--- src/sv/spq_pkg.sv ---
// shared types and constants for the sorted priority queue
// used by spq_cell and sorted_priority_queue_unit; no dependencies
`timescale 1ns / 1ps
`default_nettype none
package spq_pkg;

   localparam int KEY_W = 31;
   localparam int OCC_W = 5;
   localparam int STATUS_W = 2;

   typedef logic [KEY_W-1:0] key_type;

   localparam logic OP_INSERT = 1'b0;
   localparam logic OP_POP    = 1'b1;

   typedef enum logic [STATUS_W-1:0] {
      ST_OK    = 2'd0,
      ST_EMPTY = 2'd1,
      ST_FULL  = 2'd2
   } status_type;

   // control broadcast from the queue front end to every cell
   typedef struct packed {
      logic    insert;
      logic    pop;
      key_type new_key;
   } cell_ctl_type;

endpackage
`default_nettype wire

--- src/sv/spq_cell.sv ---
// one cell of the sorted key chain: holds one key, compares it against the
// key being inserted and shifts with its neighbors; depends on spq_pkg
`timescale 1ns / 1ps
`default_nettype none
module spq_cell (
   input  wire logic                 clock,
   input  wire spq_pkg::cell_ctl_type ctl,
   input  wire logic                 in_use,
   input  wire spq_pkg::key_type     left_key,
   input  wire logic                 left_gt,
   input  wire spq_pkg::key_type     right_key,
   output spq_pkg::key_type          key,
   output logic                      gt
);

   spq_pkg::key_type key_ff;
   spq_pkg::key_type key_in;

   // empty slots count as greater: a largest key lands in the first free slot
   assign gt  = !in_use || (key_ff > ctl.new_key);
   assign key = key_ff;

   always_comb begin
      key_in = key_ff;
      if (ctl.insert) begin
         if (gt) begin
            key_in = left_gt ? left_key : ctl.new_key;
         end
      end else if (ctl.pop) begin
         key_in = right_key;
      end
   end

   always_ff @(posedge clock) begin
      key_ff <= key_in;
   end

endmodule
`default_nettype wire

--- src/sv/sorted_priority_queue_unit.sv ---
// sorted priority queue: front end, fill count, result register and cell chain
// depends on spq_pkg and spq_cell
`timescale 1ns / 1ps
`default_nettype none
// usage
//   req channel: one word per operation; tuser[0] is the opcode (0 insert,
//   1 pop the smallest key), tdata[30:0] the key to insert.
//   rsp channel: one word per request; tuser is the status (0 ok, 1 pop on
//   empty, 2 insert dropped because full), tdata holds the popped key and
//   the occupancy after the operation.
//   keys sit in ascending order in a row of DEPTH cells; every cell compares
//   its key with the incoming one and moves left, right or holds in the same cycle.
//   the response is registered and shows in the cycle after the request is
//   taken. one request per cycle while the receiver keeps up, limited by the
//   single compare-and-shift step of the chain.
//   a new request is taken while a response waits, as long as that response
//   is taken in the same cycle; while the receiver stalls, req_tready drops
//   and the queue holds its contents.
//   reset empties the queue and drops any pending response; stored keys are
//   not cleared, the fill count alone marks which cells hold keys.
module sorted_priority_queue_unit #(
   parameter int DEPTH = 16
) (
   input  wire logic        clock,
   input  wire logic        reset,
   input  wire logic        req_tvalid,
   output logic             req_tready,
   input  wire logic [31:0] req_tdata,  // key[30:0], zero[31]
   input  wire logic [0:0]  req_tuser,  // opcode[0]
   output logic             rsp_tvalid,
   input  wire logic        rsp_tready,
   output logic [39:0]      rsp_tdata,  // popped_key[30:0], occupancy[35:31], zero[39:36]
   output logic [1:0]       rsp_tuser   // status[1:0]
);

   localparam int CNT_W = $clog2(DEPTH + 1);

   logic [CNT_W-1:0]      count_ff;
   logic [CNT_W-1:0]      count_in;
   logic                  rsp_valid_ff;
   logic                  rsp_valid_in;
   spq_pkg::status_type   status_ff;
   spq_pkg::status_type   status_in;
   spq_pkg::key_type      popped_ff;
   spq_pkg::key_type      popped_in;
   logic [spq_pkg::OCC_W-1:0] occ_ff;
   logic [spq_pkg::OCC_W-1:0] occ_in;
   logic [CNT_W+spq_pkg::OCC_W-1:0] count_ext;

   logic                  req_fire;
   logic                  is_pop;
   logic                  full;
   logic                  empty;
   spq_pkg::cell_ctl_type ctl;

   spq_pkg::key_type      cell_key [DEPTH];
   logic                  cell_gt  [DEPTH];

   assign req_tready = !rsp_valid_ff || rsp_tready;
   assign req_fire   = req_tvalid && req_tready;
   assign is_pop     = (req_tuser[0] == spq_pkg::OP_POP);
   assign full       = (count_ff == CNT_W'(DEPTH));
   assign empty      = (count_ff == '0);

   assign ctl.insert  = req_fire && !is_pop && !full;
   assign ctl.pop     = req_fire && is_pop && !empty;
   assign ctl.new_key = req_tdata[spq_pkg::KEY_W-1:0];

   genvar g;
   generate
      for (g = 0; g < DEPTH; g++) begin : g_cell
         spq_cell u_cell (
            .clock    (clock),
            .ctl      (ctl),
            .in_use   (count_ff > CNT_W'(g)),
            .left_key ((g == 0) ? cell_key[g] : cell_key[(g == 0) ? 0 : g-1]),
            .left_gt  ((g == 0) ? 1'b0 : cell_gt[(g == 0) ? 0 : g-1]),
            .right_key(cell_key[(g == DEPTH-1) ? g : g+1]),
            .key      (cell_key[g]),
            .gt       (cell_gt[g])
         );
      end
   endgenerate

   always_comb begin
      count_in = count_ff;
      if (ctl.insert) begin
         count_in = count_ff + CNT_W'(1);
      end else if (ctl.pop) begin
         count_in = count_ff - CNT_W'(1);
      end

      count_ext = {{spq_pkg::OCC_W{1'b0}}, count_in};
      occ_in    = count_ext[spq_pkg::OCC_W-1:0];

      status_in = spq_pkg::ST_OK;
      if (req_fire && is_pop && empty) begin
         status_in = spq_pkg::ST_EMPTY;
      end else if (req_fire && !is_pop && full) begin
         status_in = spq_pkg::ST_FULL;
      end
      popped_in = ctl.pop ? cell_key[0] : '0;

      rsp_valid_in = rsp_valid_ff && !rsp_tready;
      if (req_fire) begin
         rsp_valid_in = 1'b1;
      end
   end

   always_ff @(posedge clock) begin
      if (reset) begin
         count_ff     <= '0;
         rsp_valid_ff <= 1'b0;
      end else begin
         count_ff     <= count_in;
         rsp_valid_ff <= rsp_valid_in;
      end
   end

   always_ff @(posedge clock) begin
      if (req_fire) begin
         status_ff <= status_in;
         popped_ff <= popped_in;
         occ_ff    <= occ_in;
      end
   end

   assign rsp_tvalid = rsp_valid_ff;
   assign rsp_tdata  = {4'b0000, occ_ff, popped_ff};
   assign rsp_tuser  = status_ff;

`ifndef SYNTHESIS
   a_count_bound : assert property (@(posedge clock) disable iff (reset)
      count_ff <= CNT_W'(DEPTH))
      else $error("fill count above depth");

   a_empty_pop : assert property (@(posedge clock) disable iff (reset)
      (req_fire && is_pop && empty) |=>
         (rsp_tvalid && rsp_tuser == spq_pkg::ST_EMPTY && rsp_tdata[30:0] == '0))
      else $error("pop on empty queue not reported");

   a_insert_count : assert property (@(posedge clock) disable iff (reset)
      (req_fire && !is_pop && !full) |=> (count_ff == $past(count_ff) + CNT_W'(1)))
      else $error("insert did not grow the fill count");

   a_pop_head : assert property (@(posedge clock) disable iff (reset)
      (req_fire && is_pop && !empty) |=> (rsp_tdata[30:0] == $past(cell_key[0])))
      else $error("pop did not return the head key");
`endif

endmodule
`default_nettype wire

--- config.mk ---
export PLATFORM = sky130hd
export DESIGN_NAME = sorted_priority_queue_unit
export DESIGN_NICKNAME = d
export VERILOG_FILES = /design/src/sv/spq_pkg.sv /design/src/sv/spq_cell.sv /design/src/sv/sorted_priority_queue_unit.sv
export SDC_FILE = /design/constraint.sdc
export NUM_CORES = 2
export LEC_CHECK = 0
export BUFFER_PORTS_ARGS = -buffer_cell sky130_fd_sc_hd__buf_2
export CAP_MARGIN = 20
export CELL_PAD_IN_SITES_DETAIL_PLACEMENT = 0
export CELL_PAD_IN_SITES_GLOBAL_PLACEMENT = 2
export CORE_ASPECT_RATIO = 0.75
export CORE_MARGIN = 2
export CORE_UTILIZATION = 45
export DETAILED_ROUTE_END_ITERATION = 8
export GPL_TIMING_DRIVEN = 0
export PLACE_DENSITY_LB_ADDON = 0.1
export SYNTH_ARGS = -nofsm -noshare
export SYNTH_HDL_FRONTEND = slang
export SYNTH_HIERARCHICAL = 1
export SYNTH_SLANG_ARGS = --single-unit
--- constraint.sdc ---
create_clock -name clock -period 8.06 [get_ports clock]
set_clock_uncertainty 0.15 [all_clocks]
set_input_delay 0.403 -clock clock [delete_from_list [all_inputs] [get_ports clock]]
set_output_delay 0.403 -clock clock [all_outputs]
set_load 0.01 [all_outputs]
; ---- Word level (Yosys, flattened, before mapping)
; Cells that the tools add are included.
[word_totals]
wordCells = 199
output_inout_bits = 44
regBits = 540
[op_classes]
reduce_logical = 64
n_addsub = 2
mux = 64
eq_ne = 16
order_cmp = 32
[ops]
columns = op, count
row1 = $mux W31, 60
row2 = $gt A31 B31 Y1, 16
row3 = $gt A5 B4 Y1 const B, 8
row4 = $reduce_and A2 Y1, 16
row5 = $ne A2 B1 Y1 const B, 15
row6 = $logic_not A1 Y1, 21
row7 = $gt A5 B3 Y1 const B, 4
row8 = $logic_or A1 B1 Y1, 17
row9 = $gt A5 B1 Y1 const B, 2
row10 = $gt A5 B2 Y1 const B, 2
row11 = $mux W5, 2
row12 = $logic_and A1 B1 Y1, 8
row13 = $add A5 B1 Y5 const B, 1
row14 = $eq A5 B5 Y1 const B, 1
row15 = $logic_not A5 Y1, 1
row16 = $sub A5 B1 Y5 const B, 1
row17 = $mux W2, 1
row18 = $reduce_bool A2 Y1, 1
row19 = $mux W1, 1

; ---- Depth between registers and ports, before layout
[logic_depth]
word_depth = 7
ltp_mapped = 13

; ---- Modules after synthesis
; The synthesis kept the hierarchy.
[modules_own_cells]
columns = module, area_per_inst_um2, seq_area_each_um2, n_inst, cells_each
row1 = spq_cell, 2376.0, 930.9, 16, 249
row2 = sorted_priority_queue_unit, 2034.5, 1261.2, 1, 172

; ---- Least setup slack after synthesis
; OpenSTA, ideal clock, no wires.
[synth_timing]
path_kind = register -> register
startpoint = register count_ff[1]
endpoint = register g_cell[0].u_cell.key_ff[0], enable pin
setup_slack_ns = 3.735
stages_incl_launch_ff = 10
setup_time_ns = 0.429
arrival_ns = 3.745
path_cell_list = dfxtp_1 clkbuf_1 inv_1 ha_1 nor4bb_1 or4b_4 inv_2 clkbuf_1 o22ai_1 a21oi_1
[synth_lines]
columns = element, line_no
row1 = from (decl), sorted_priority_queue_unit.sv:38  ; logic [CNT_W-1:0] count_ff;
row2 = from (signal assigned), sorted_priority_queue_unit.sv:115  ; count_ff <= count_in;
row3 = to (signal assigned), spq_cell.sv:35  ; key_ff <= key_in;
row4 = to (decl), spq_cell.sv:16  ; spq_pkg::key_type key_ff;

==> results_dict.tcl <==
set metrics [dict create \
    vias 31057 \
    postCtsSetupRepairBufs 0 \
    io_buffers 75 \
    hold_path_depth 3 \
    wl_per_cell_um 21.01 \
    wl_met2_um 40930 \
    outcome "complete, no violations" \
    placed_area_mm2 0.04251 \
    htreeDepth 3 \
    yosys_warnings 6 \
    maxSlewViolCount 0 \
    syn_area_mm2 0.04003 \
    synth_cells 4152 \
    start_util_pct 45.50 \
    instances_no_fill 5522 \
    grt_setup_unrepaired "false" \
    route.detailed.drc 0 \
    cts.path.max_buffers 3 \
    dp_cells 5400 \
    hp-class "input port to flip-flop" \
    grt_pass1_vias 29726 \
    reg2reg_to "g_cell[15].u_cell/key[26]" \
    initialDrtViolationCount 2812 \
    wl_met1_um 67190 \
    fmax_mhz 201.9 \
    hold_ws_ps 108.0 \
    dr.pass1.iters 5 \
    wirelength_um 116000 \
    antenna_found_initial 0 \
    criticalPathCategory "flip-flop to flip-flop" \
    drive_gt1_share_pct 6.912 \
    ff2ff_setup_slack_ps 3110 \
    min_delay_worst_endpoint "rsp_tuser[0]" \
    ctsResizeCount 0 \
    track_usage_pct 25.08 \
    fp.dieH_um 262.3 \
    post-route-util_pct 50.65 \
    r2r_start "count_ff[0]" \
    topRoutingLayerUsed "met4" \
    worstPathArrival_ps 5160 \
    place_hpwl_um 92500 \
    cts.sinks 540 \
    rows 94 \
    final-hold-violation-count 0 \
    reg2reg_depth 11 \
    cts_tree "done" \
    wl_met3_um 6462 \
    setup_viol 0 \
    core_mm2 0.08797 \
    clock_latency_ps 620 \
    hold_path.startpoint "rsp_tready" \
    design_area_mm2 0.04456 \
    routabilityCongestion 0.8172 \
    cts_buffers 66 \
    grt_max_degree 37 \
    io_pins 81 \
    grt_pass1_wl_um 180800 \
    leakage_uw 0.02160 \
    power-per-cell-area_mw_per_mm2 244.0 \
    cp.required_ps 8260 \
    postRouteAntennaNets 0 \
    period_share_pct 61.46 \
    endpoint_kind "flip-flop" \
    die_w_um 348.4 \
    cts_root_buf "clkbuf_16" \
    via_per_inst 5.624 \
    period_needed_ps 4954 \
    finalSetupTns_ps 0 \
    worstMarginPinSlew_ps 1316 \
    area_growth_pct 11.31 \
    max_cap_viol_count 0 \
    start_kind "flip-flop" \
    peakVddDrop_mv 0.1393 \
    grt_overflow 0 \
    clk_pin_slew_ps 60 \
    layout.nets 4860 \
    dieArea_mm2 0.09139 \
    cp_max_fo 20 \
    synth_area_per_cell_um2 9.642 \
    maxSlewHeadroom_pct 11.48 \
]
## cell type report
class / count / area, um^2
Antenna cell: 1 / 2.502
Clock inverter: 34 / 232.7
Clock buffer: 82 / 1775
Tap cell: 1152 / 1441
Buffer: 187 / 778.2
Sequential cell: 540 / 16160
Timing Repair Buffer: 97 / 880.8
Inverter: 519 / 1948
Multi-Input combinational cell: 2910 / 21350
Fill cell: 8420 / 43410
## cells in the final DEF (no fill, tap or decap), drive strengths merged, types with 5 or more instances in the layout
master  instances
a21oi         724
nor2          569
edfxtp        534
inv           521
ha            502
mux2i         496
clkbuf        185
buf           177
nand4         113
nand3          98
nand2          60
nor4           48
a21o           48
a211oi         34
and2           31
o21ai          30
clkinv         28
a21boi         17
nand3b         16
o31a           16
o41ai          16
or2            16
o21a           16
o221ai         16
o22ai          16
dfxtp           6
nor3            5
conb            5
## how the worst max path moves through the flow
stage / start / to / slack [ps]
global route: count_ff[1] / g_cell[15].u_cell/key[27] / 2830
CTS: count_ff[0] / g_cell[15].u_cell/key[27] / 3140
floorplan: count_ff[1] / g_cell[15].u_cell/key[0] / 3740
global placement: count_ff[0] / g_cell[15].u_cell/key[23] / 1330
finish: count_ff[0] / g_cell[15].u_cell/key[26] / 3110
detailed placement: count_ff[0] / g_cell[15].u_cell/key[26] / 3150
## flip-flops by register name (all words and copies together), names as in the netlist
register           count
occ_ff                 5
count_ff               5
g_cell.u_cell/key    496
rsp_tuser              2
popped_ff             31
rsp_tvalid             1
## per-stage QoR
step           total power, uW  setup slack [ps]
6_report                 10880              3106
5_1_grt                  11540              2834
4_1_cts                  10930              3135
3_5_place_dp              7970              3153
3_3_place_gp              7812              1333
2_1_floorplan             6737              3735
## where the power goes
part	leakage [uW]	switching, uW	internal, uW	total [uW]
Sequential	0.00507	444	3870	4310
Combinational	0.0155	2200	1450	3650
Clock	0.000985	1260	1650	2910
Total	0.0216	3900	6970	10900
## critical path: stages (launching register included)
cell and delay (ps):
dfxtp_1 360, clkbuf_1 350, inv_1 170, ha_1 290
nor4bb_1 160, or4b_4 520, inv_2 440, clkbuf_1 520
nand2_1 300, nor4_1 790, a21oi_4 320, buf_16 260
## metal layers
layer / vias to the layer above / GRT usage [%]
met5: - / 0
met4: 0 / 4.112
met3: 84 / 2.654
met2: 776 / 30.82
met1: 14830 / 45.00
li1: 15367 / -
## what timing repair did
action | 4_1_cts | 5_1_grt
endpoints found under the hold margin | 7 | 0
setup endpoints to repair | 0 | 0
hold buffers | 4 | 0
(Power assumes the default switching activity.)
